$ cat src/rtl/modexp_pkg.sv
package modexp_pkg;

  localparam int WORD_BITS_DEFAULT = 32;

  localparam int CFG_INDEX_BITS = 2;

  localparam logic [CFG_INDEX_BITS-1:0] REG_EXPONENT = 2'd0;
  localparam logic [CFG_INDEX_BITS-1:0] REG_MODULUS  = 2'd1;

  typedef enum logic [2:0] {
    ST_IDLE,
    ST_REDUCE,
    ST_PICK,
    ST_MUL,
    ST_SQR,
    ST_DONE
  } state_t;

endpackage

$ cat src/rtl/modexp_step_unit.sv
// Shared modular step: result = (2*acc + addend) mod modulus,
// valid for acc < modulus and addend <= modulus.
module modexp_step_unit #(
  parameter int WORD_BITS = modexp_pkg::WORD_BITS_DEFAULT
) (
  input  logic [WORD_BITS-1:0] acc,
  input  logic [WORD_BITS-1:0] addend,
  input  logic [WORD_BITS-1:0] modulus,
  output logic [WORD_BITS-1:0] result
);

  localparam int EXT_BITS = WORD_BITS + 3;

  logic [EXT_BITS-1:0] sum;
  logic [EXT_BITS-1:0] sub_one;
  logic [EXT_BITS-1:0] sub_two;

  // sum stays below three times the modulus, so one of the three candidates is in range
  assign sum     = {2'b00, acc, 1'b0} + {3'b000, addend};
  assign sub_one = sum - {3'b000, modulus};
  assign sub_two = sum - {2'b00, modulus, 1'b0};

  always_comb begin
    if (!sub_two[EXT_BITS-1]) begin
      result = sub_two[WORD_BITS-1:0];
    end else if (!sub_one[EXT_BITS-1]) begin
      result = sub_one[WORD_BITS-1:0];
    end else begin
      result = sum[WORD_BITS-1:0];
    end
  end

endmodule

$ cat src/rtl/modular_exponentiation_unit.sv
// Modular exponentiation: power_result = message ^ exponent mod modulus.
// Exponent and modulus are set through the write port (cfg_we, cfg_index,
// cfg_data), by the user only while the block is idle; the block does not
// enforce it. Index REG_EXPONENT and REG_MODULUS, other indexes are ignored.
// Reset sets exponent to 0 and modulus to 1. A message transfers when
// msg_valid is high and msg_stall is low; the block stalls the input for the
// whole computation of one item. The exponent is scanned from its LSB. Every
// modular product is built MSB first, one multiplier bit per cycle, by one
// shared double-and-add-mod unit, which also reduces the message modulo the
// modulus at the start. Then, for each exponent bit up to its highest set
// one, the result is multiplied by the base if the bit is set and the base
// is squared; finally the output register is loaded. A zero exponent gives 1
// and a zero modulus with a nonzero exponent gives 0, without computation.
// The result waits in an output register until res_valid meets a low
// res_stall; a new message may transfer meanwhile, and the block holds its
// next result until the output register frees up.
module modular_exponentiation_unit #(
  parameter int WORD_BITS = modexp_pkg::WORD_BITS_DEFAULT
) (
  input  logic                                  clk,
  input  logic                                  rst,
  input  logic                                  cfg_we,
  input  logic [modexp_pkg::CFG_INDEX_BITS-1:0] cfg_index,
  input  logic [WORD_BITS-1:0]                  cfg_data,
  input  logic                                  msg_valid,
  output logic                                  msg_stall,
  input  logic [WORD_BITS-1:0]                  message,
  output logic                                  res_valid,
  input  logic                                  res_stall,
  output logic [WORD_BITS-1:0]                  power_result
);

  localparam int CNT_BITS = $clog2(WORD_BITS);

  modexp_pkg::state_t state, state_next;

  logic [WORD_BITS-1:0] exponent, modulus;
  logic [WORD_BITS-1:0] exp_left, exp_left_next;
  logic [WORD_BITS-1:0] base, base_next;
  logic [WORD_BITS-1:0] res, res_next;
  logic [WORD_BITS-1:0] mul_a, mul_a_next;
  logic [WORD_BITS-1:0] mul_b, mul_b_next;
  logic [WORD_BITS-1:0] acc, acc_next;
  logic [CNT_BITS-1:0]  bit_cnt, bit_cnt_next;
  logic                 res_valid_next;
  logic [WORD_BITS-1:0] power_result_next;

  logic [WORD_BITS-1:0] addend;
  logic [WORD_BITS-1:0] step_out;
  logic [WORD_BITS-1:0] one_mod;

  assign msg_stall = (state != modexp_pkg::ST_IDLE);

  // reduction feeds message bits; products feed the multiplicand
  always_comb begin
    if (state == modexp_pkg::ST_REDUCE) begin
      addend = {{(WORD_BITS-1){1'b0}}, mul_b[WORD_BITS-1]};
    end else begin
      addend = mul_b[WORD_BITS-1] ? mul_a : '0;
    end
  end

  assign one_mod = (modulus == {{(WORD_BITS-1){1'b0}}, 1'b1}) ? '0 :
                   {{(WORD_BITS-1){1'b0}}, 1'b1};

  modexp_step_unit #(
    .WORD_BITS(WORD_BITS)
  ) u_step (
    .acc    (acc),
    .addend (addend),
    .modulus(modulus),
    .result (step_out)
  );

  always_comb begin
    state_next        = state;
    exp_left_next     = exp_left;
    base_next         = base;
    res_next          = res;
    mul_a_next        = mul_a;
    mul_b_next        = mul_b;
    acc_next          = acc;
    bit_cnt_next      = bit_cnt;
    res_valid_next    = res_valid;
    power_result_next = power_result;

    if (res_valid && !res_stall) begin
      res_valid_next = 1'b0;
    end

    case (state)
      modexp_pkg::ST_IDLE: begin
        if (msg_valid) begin
          if (exponent == '0) begin
            res_next   = {{(WORD_BITS-1){1'b0}}, 1'b1};
            state_next = modexp_pkg::ST_DONE;
          end else if (modulus == '0) begin
            res_next   = '0;
            state_next = modexp_pkg::ST_DONE;
          end else begin
            mul_b_next   = message;
            acc_next     = '0;
            bit_cnt_next = CNT_BITS'(WORD_BITS - 1);
            state_next   = modexp_pkg::ST_REDUCE;
          end
        end
      end
      modexp_pkg::ST_REDUCE: begin
        acc_next     = step_out;
        mul_b_next   = {mul_b[WORD_BITS-2:0], 1'b0};
        bit_cnt_next = bit_cnt - CNT_BITS'(1);
        if (bit_cnt == '0) begin
          base_next     = step_out;
          res_next      = one_mod;
          exp_left_next = exponent;
          state_next    = modexp_pkg::ST_PICK;
        end
      end
      modexp_pkg::ST_PICK: begin
        acc_next     = '0;
        bit_cnt_next = CNT_BITS'(WORD_BITS - 1);
        mul_a_next   = base;
        if (exp_left == '0) begin
          state_next = modexp_pkg::ST_DONE;
        end else if (exp_left[0]) begin
          mul_b_next = res;
          state_next = modexp_pkg::ST_MUL;
        end else begin
          mul_b_next = base;
          state_next = modexp_pkg::ST_SQR;
        end
      end
      modexp_pkg::ST_MUL: begin
        acc_next     = step_out;
        mul_b_next   = {mul_b[WORD_BITS-2:0], 1'b0};
        bit_cnt_next = bit_cnt - CNT_BITS'(1);
        if (bit_cnt == '0) begin
          res_next     = step_out;
          acc_next     = '0;
          bit_cnt_next = CNT_BITS'(WORD_BITS - 1);
          mul_a_next   = base;
          mul_b_next   = base;
          state_next   = modexp_pkg::ST_SQR;
        end
      end
      modexp_pkg::ST_SQR: begin
        acc_next     = step_out;
        mul_b_next   = {mul_b[WORD_BITS-2:0], 1'b0};
        bit_cnt_next = bit_cnt - CNT_BITS'(1);
        if (bit_cnt == '0) begin
          base_next     = step_out;
          exp_left_next = {1'b0, exp_left[WORD_BITS-1:1]};
          state_next    = modexp_pkg::ST_PICK;
        end
      end
      modexp_pkg::ST_DONE: begin
        // hold until the output register is free
        if (!res_valid || !res_stall) begin
          power_result_next = res;
          res_valid_next    = 1'b1;
          state_next        = modexp_pkg::ST_IDLE;
        end
      end
      default: begin
        state_next = modexp_pkg::ST_IDLE;
      end
    endcase
  end

  always_ff @(posedge clk) begin
    if (rst) begin
      state     <= modexp_pkg::ST_IDLE;
      res_valid <= 1'b0;
      exponent  <= '0;
      modulus   <= {{(WORD_BITS-1){1'b0}}, 1'b1};
    end else begin
      state     <= state_next;
      res_valid <= res_valid_next;
      if (cfg_we) begin
        if (cfg_index == modexp_pkg::REG_EXPONENT) begin
          exponent <= cfg_data;
        end else if (cfg_index == modexp_pkg::REG_MODULUS) begin
          modulus <= cfg_data;
        end
      end
    end
  end

  always_ff @(posedge clk) begin
    exp_left     <= exp_left_next;
    base         <= base_next;
    res          <= res_next;
    mul_a        <= mul_a_next;
    mul_b        <= mul_b_next;
    acc          <= acc_next;
    bit_cnt      <= bit_cnt_next;
    power_result <= power_result_next;
  end

endmodule
$ cat config.mk
export PLATFORM = sky130hd
export DESIGN_NAME = modular_exponentiation_unit
export DESIGN_NICKNAME = d
export VERILOG_FILES = /design/src/rtl/modexp_pkg.sv /design/src/rtl/modexp_step_unit.sv /design/src/rtl/modular_exponentiation_unit.sv
export SDC_FILE = /design/constraint.sdc
export NUM_CORES = 1
export LEC_CHECK = 0
export ABC_AREA = 1
export BUFFER_PORTS_ARGS = -buffer_cell sky130_fd_sc_hd__buf_4
export CORE_ASPECT_RATIO = 0.9
export CORE_UTILIZATION = 45
export DETAILED_ROUTE_END_ITERATION = 16
export GPL_ROUTABILITY_DRIVEN = 0
export SYNTH_ARGS = -nofsm -noshare
export SYNTH_HDL_FRONTEND = slang
export SYNTH_SLANG_ARGS = --single-unit
$ cat constraint.sdc
create_clock -name clk -period 6.7 [get_ports clk]
set_input_delay 0 -clock clk [delete_from_list [all_inputs] [get_ports clk]]
set_output_delay 0 -clock clk [all_outputs]
set_load 0.1 [all_outputs]
**After elaboration in Yosys (flattened, before gate mapping)**

Cells that the tools add are included.

- Word-level logic and storage cells: 105
- Output and inout bits: 34
- Register bits after elaboration: 297
- Input bits: 71

- Muxes and demuxes: 45
- Equality and inequality tests: 17
- Bitwise gates (word level): 1
- $add $sub $neg: 4
- Reductions and logical operators: 26

Operators by type and width:

| operator | number |
|---|---|
| $mux W32 | 22 |
| $pmux W32 S4 | 2 |
| $pmux W32 S2 | 2 |
| $logic_not A32 Y1 | 3 |
| $pmux W32 S3 | 1 |
| $sub A35 B32 Y35 | 1 |
| $sub A35 B33 Y35 | 1 |
| $add A33 B32 Y34 | 1 |
| $eq A32 B1 Y1 const B | 1 |
| $mux W3 | 8 |
| $mux W5 | 4 |
| $pmux W5 S4 | 1 |
| $pmux W3 S5 | 1 |
| $ne A2 B2 Y1 const B | 7 |
| $reduce_and A5 Y1 | 2 |
| $reduce_and A2 Y1 | 4 |
| $reduce_and A4 Y1 | 2 |
| $eq A3 B2 Y1 const B | 2 |
| $eq A3 B3 Y1 const B | 2 |
| $reduce_and A3 Y1 | 2 |
| $reduce_bool A3 Y1 | 2 |
| $logic_not A5 Y1 | 1 |
| $sub A5 B1 Y5 const B | 1 |
| $mux W1 | 4 |
| 13 further kinds | 16 |

**Depth between registers and ports, before layout**

- Word-level depth: 8
- Mapped depth: 38
- Mapped depth without buffers: 36

**By module**

A second synthesis with hierarchy kept.

- Cells, all modules: 2516
- Area, all modules: 18818.0 um^2

By module, submodules not included:

| module | area each (um^2) | times used | sequential area each (um^2) | cells an instance |
|---|---|---|---|---|
| modular_exponentiation_unit | 11813.8 | 1 | 8237.9 | 1157 |
| modexp_step_unit | 7004.2 | 1 | 0.0 | 1359 |

**Worst setup path before layout**

Ideal clock, no wire load.

- Kind: flip-flop to flip-flop
- Start: register state[0]
- End: register mul_b[0] (enable)
- Library setup time: 0.392 ns
- Period minus slack after synthesis: 5.409 ns
- Stages on the path, launching flop included: 8
- Path slack: 1.291 ns
- Data required time: 6.308 ns
- Data arrival time: 5.017 ns
- Path buffers: 0
- Path through: dfxtp_1 nor2_1 inv_1 nor2_1 inv_1 nor2_1 nor3_1 and2_1

- Word-level cells in the longest chain between the ends: 4
- Elaborated cells between the ends (all ways): 12
- Those cells by class: 8 x eq/ne; 4 x reduce/logical

RTL lines:

| element | line | text |
|---|---|---|
| start: declaration | modular_exponentiation_unit.sv:35 | `modexp_pkg::state_t state, state_next;` |
| start signal: assignment | modular_exponentiation_unit.sv:172 | `state <= modexp_pkg::ST_IDLE;` |
| start signal: assignment | modular_exponentiation_unit.sv:177 | `state <= state_next;` |
| $eq A3 B1 Y1 or $eq A3 B3 Y1 (tied branches) | modular_exponentiation_unit.sv:91 | `case (state)` |
| $reduce_or A2 Y1 (no source line) | - |  |
| $reduce_bool A4 Y1 (no source line) | - |  |
| $reduce_and A5 Y1 (no source line) (*) | - |  |
| end signal: assignment | modular_exponentiation_unit.sv:194 | `mul_b <= mul_b_next;` |
| end: declaration | modular_exponentiation_unit.sv:42 | `logic [WORD_BITS-1:0] mul_b, mul_b_next;` |

Every way passes the cells marked *; elsewhere a longest branch is shown, timed or not.
A chain may end at the register's enable or synchronous reset.

**Final worst setup path**

- Start: register state[2]
- End: register res[21] (data pin)

- Word-level cells in the longest chain between the ends: 8
- Elaborated cells between the ends (all ways): 11
- Those cells by class: 3 x add/sub; 2 x eq/ne; 5 x mux; 1 x reduce/logical

RTL lines:

| element | line | text |
|---|---|---|
| $eq A3 B1 Y1 | modular_exponentiation_unit.sv:56, modular_exponentiation_unit.sv:91 |  |
| $mux W32 | modular_exponentiation_unit.sv:56 | `if (state == modexp_pkg::ST_REDUCE) begin` |
| $add A33 B32 Y34 | modexp_step_unit.sv:19 | `assign sum = {2'b00, acc, 1'b0} + {3'b000, addend};` |
| $sub A35 B32 Y35 | modexp_step_unit.sv:20 | `assign sub_one = sum - {3'b000, modulus};` |
| $mux W32 | modexp_step_unit.sv:26 | `end else if (!sub_one[EXT_BITS-1]) begin` |
| $mux W32 | modexp_step_unit.sv:24 | `if (!sub_two[EXT_BITS-1]) begin` |
| $mux W32 | modular_exponentiation_unit.sv:137 | `if (bit_cnt == '0) begin` |
| $pmux W32 S3 (*) | modular_exponentiation_unit.sv:91 |  |
| net res_next[21] | modular_exponentiation_unit.sv:40 | `logic [WORD_BITS-1:0] res, res_next;` |
| end signal: assignment | modular_exponentiation_unit.sv:192 | `res <= res_next;` |
| end: declaration | modular_exponentiation_unit.sv:40 |  |

Mark *: on every way through the listed nets, which the timed path passes. The rest lies on a longest branch. The select of a mux whose other input is x is not followed.

==> summary by stage <==
Outcome
The flow ran to the end, and the final reports show no timing, DRC or antenna violations.

Timing
On the final layout, the worst clock skew is 0.0263 ns. Setup repair after global routing left no endpoint under its margin. The portion of the clock cycle consumed by the worst path in the final layout is 86.3%. The final-report max-slew violation count is 0.

The actual transition at the worst max-transition pin is 1.21 ns. The final count of negative-setup-slack endpoints is 0. In the final timing run, aggregate negative setup slack is 0 ns. The tightest slew margin relative to the limit is 19.6%. The maximum clock frequency is 0.173 GHz. The final-report hold violation count is 0.

After layout, the minimum clock period comes to 5.78 ns.

Critical path
The critical path is of the reg -> reg type. The required time of the critical path is 6.93 ns. The maximum fanout along the worst path is 33. In this design, the stage delay of the slowest critical-path cell is 0.40 ns.

The kind of end point of the critical path is a register. The critical path startpoint category is a register. The cell with the largest stage delay on the worst path is sky130_fd_sc_hd__dfxtp_1. The most numerous cell on the critical path is sky130_fd_sc_hd__nand2_1. For the worst setup path, the data arrival time is 6.01 ns.

Yosys
The most used flip-flop cell after synthesis is sky130_fd_sc_hd__edfxtp_1. Synthesis produced 2,474 cells. The synthesized cell area is 18,800 um2. Yosys printed 0 warnings. The synthesized flop and latch total is 297. Yosys mapped a number of flops with a built-in enable equal to 229.

After synthesis, the mean cell area works out to 7.62 um2. Summing the sequential cell areas from Yosys gives 43.7% of the chip area. The unique cell type count in the Yosys netlist is 47. Counting flops with an async set or reset pin after synthesis yields a share of 0%.

The synthesized net count is 2,644.

Clocking
The clock transition at the register clock pins on the worst setup and hold paths after CTS is 0.06 ns. The TritonCTS clock tree is built. The H-tree generated during clock tree synthesis spans 2 levels. The tree is rooted in a sky130_fd_sc_hd__clkbuf_16. At the later pin of the worst-skew pair, clock insertion delay measures 0.54 ns.

The number of clock sinks is 297. The largest buffer count on any clock path is 3. Buffers inserted during clock tree synthesis total 34.

Cells and area
At the end of the flow the core is filled with cells to 53.8%. After the last flow step, the layout net total stands at 2,820. The layout has 3,918 filler cells. Of the cells placed in the final design, the portion with a size suffix greater than 1 is 8.49%. The number of antenna diodes is 0. The area growth from synthesis to layout is 17.0%.

Place
The sum of net half-perimeters after detailed placement is 42.7 mm. Buffers placed on the I/O ports in this run total 104.

Worst hold path
The class of the worst hold path is in -> reg.

Die
The number of top-level design ports is 105. In this run the vertical extent of the chip is 196 um. In this run the standard cell core region covers 41,000 um2. In this run the horizontal extent of the chip is 218 um.

The number of cell rows is 70. The die covers 42,700 um2. Once the floorplan was initialized, standard cells occupied 46.0% of the core.

GRT
The total global routing track utilization is 25.8%. Global routing finished with a remaining overflow of 0. The pin count of the biggest net entering global routing is 65.

The number of antenna violations at the first check in global routing is 0. The wire length of the first global-routing pass is 86.5 mm. The via count of the first global-routing pass is 16,000.

Route
After the first detailed-routing iteration, the DRC count stood at 1,536. The routed design has 54.9 mm of wire. The via count is 17,000.

The count of nets left with antenna violations once routing finished came out at 0. Dividing the detail-routed wire length by the instance count gives 17.1 um. The remaining design rule violation count is 0. The average via count per standard cell is 5.30. The detailed-router iteration count before antenna repair is 6.

Job
The max-cap check violation count is 0.
-- state kept, by name (all words and copies together) (netlist names), 3 cells and up --
register      flops
exponent         32
base             32
power_result     32
acc              32
state             3
bit_cnt           5
modulus          32
mul_a            32
exp_left         32
res              32
mul_b            32
-- layer usage --
| metal | vias to the layer above | GRT usage [%] | share of wire [%] |
|---|---|---|---|
| met5 | - | 0 | 0 |
| met4 | 0 | 8.87 | 2.8 |
| met3 | 89 | 3.71 | 6.2 |
| met2 | 516 | 41.2 | 45 |
| met1 | 7949 | 35.8 | 46 |
| li1 | 8489 | - | - |
-- per-stage QoR --
stage          hold WS (ns)  setup slack, ns  area [um2]  instances
4_1_cts              0.0132             1.01       22000       3214
6_report             0.0290            0.920       22000       3214
3_5_place_dp          0.225             1.05       20200       3075
2_1_floorplan        0.0691             1.29       18800       2474
5_1_grt              0.0872            0.355       22000       3214
3_3_place_gp          0.224             1.19       20200       3075
-- placed cells by master, fill, tap and decap left out, types with 7 or more instances in the layout --
master	instances
sky130_fd_sc_hd__clkbuf_16	35
sky130_fd_sc_hd__xor2_1	32
sky130_fd_sc_hd__buf_4	127
sky130_fd_sc_hd__nand2_1	645
sky130_fd_sc_hd__a21oi_1	189
sky130_fd_sc_hd__nand4_1	58
sky130_fd_sc_hd__o21bai_1	8
sky130_fd_sc_hd__a221oi_1	16
sky130_fd_sc_hd__or2_1	7
sky130_fd_sc_hd__inv_1	367
sky130_fd_sc_hd__ha_1	96
sky130_fd_sc_hd__or2_2	8
sky130_fd_sc_hd__dlygate4sd3_1	79
sky130_fd_sc_hd__clkinv_1	11
sky130_fd_sc_hd__edfxtp_1	229
sky130_fd_sc_hd__nand3_1	108
sky130_fd_sc_hd__dfxtp_1	68
sky130_fd_sc_hd__o21ai_0	130
sky130_fd_sc_hd__clkbuf_1	8
sky130_fd_sc_hd__nor4_1	21
sky130_fd_sc_hd__nand2_2	13
sky130_fd_sc_hd__nor2_1	277
sky130_fd_sc_hd__xnor2_1	24
sky130_fd_sc_hd__o22ai_1	13
sky130_fd_sc_hd__nor3_1	20
sky130_fd_sc_hd__inv_2	9
-- synth_stat cells (6+ instances only) --
cell type	instances	area (um2)
sky130_fd_sc_hd__nand3_1	108	541
sky130_fd_sc_hd__buf_2	15	75.1
sky130_fd_sc_hd__nor3_1	21	105
sky130_fd_sc_hd__nand3b_1	6	45.0
sky130_fd_sc_hd__nor4_1	21	131
sky130_fd_sc_hd__o22ai_1	13	81.3
sky130_fd_sc_hd__o21bai_1	8	60.1
sky130_fd_sc_hd__nand4_1	58	363
sky130_fd_sc_hd__dfxtp_1	68	1360
sky130_fd_sc_hd__inv_1	367	1380
sky130_fd_sc_hd__inv_2	9	33.8
sky130_fd_sc_hd__xnor2_1	24	210
sky130_fd_sc_hd__clkbuf_1	45	169
sky130_fd_sc_hd__or2_2	8	50.1
sky130_fd_sc_hd__ha_1	96	1200
sky130_fd_sc_hd__a21o_1	6	45.0
sky130_fd_sc_hd__o21ai_0	130	651
sky130_fd_sc_hd__nand2_2	12	75.1
sky130_fd_sc_hd__o21a_1	6	45.0
sky130_fd_sc_hd__nor2_1	280	1050
sky130_fd_sc_hd__edfxtp_1	229	6880
sky130_fd_sc_hd__a221oi_1	16	140
sky130_fd_sc_hd__a21oi_1	191	956
sky130_fd_sc_hd__nand2_1	646	2420
sky130_fd_sc_hd__or2_1	7	43.8
sky130_fd_sc_hd__xor2_1	32	280
-- critical path: cells and delay by family (launching register included) --
family                     cells  cell delay, ns
adders and majority gates      3            0.94
AOI/OAI and AO/OA              2            0.48
buffers and inverters          7            0.74
and+or+nand+nor               19            2.57
DFF                            1            0.40
xor gates and xnor gates       1            0.34
-- path summary, 6_finish.rpt --
kind                                start         to  slack [ns]  cells past startpoint
worst max-delay path             state[2]    res[21]        0.92                     32
worst min-delay path            msg_valid   state[0]        0.03                      6
worst max register to register   state[2]    res[21]        0.92                     32
worst min register to register   base[30]  mul_a[30]        0.45                      0
-- area by class of cell --
class	count	area [um2]	area share (%)
multi-input cells	1731	8930	40.5
flip-flops and latches	297	8240	37.4
repair buffers	206	1740	7.91
well taps	540	676	3.07
clock inverters	17	124	0.562
inverters	380	1430	6.47
clock buffers	43	906	4.11
-- cells by family (layout without fill, tap and decap cells) --
logic type / Yosys count / count (layout) / share of synthesized area (%)
simple gates: 1187 / 1187 / 26.6
buf+inv: 446 / 646 / 9.14
compound gates: 389 / 389 / 11.2
flops: 297 / 297 / 43.7
fa+ha+maj: 99 / 99 / 6.69
xor+xnor: 56 / 56 / 2.60
-- timing repair --
| action | CTS | global route |
|---|---|---|
| buffers inserted | 0 | 0 |
| gates resized for setup | 0 | 0 |
| endpoints found under the hold margin | 100 | 0 |
| hold buffers | 79 | 0 |
Power is not shown: default switching activity piles up to over one toggle a cycle in this logic, so the estimate is an artifact.
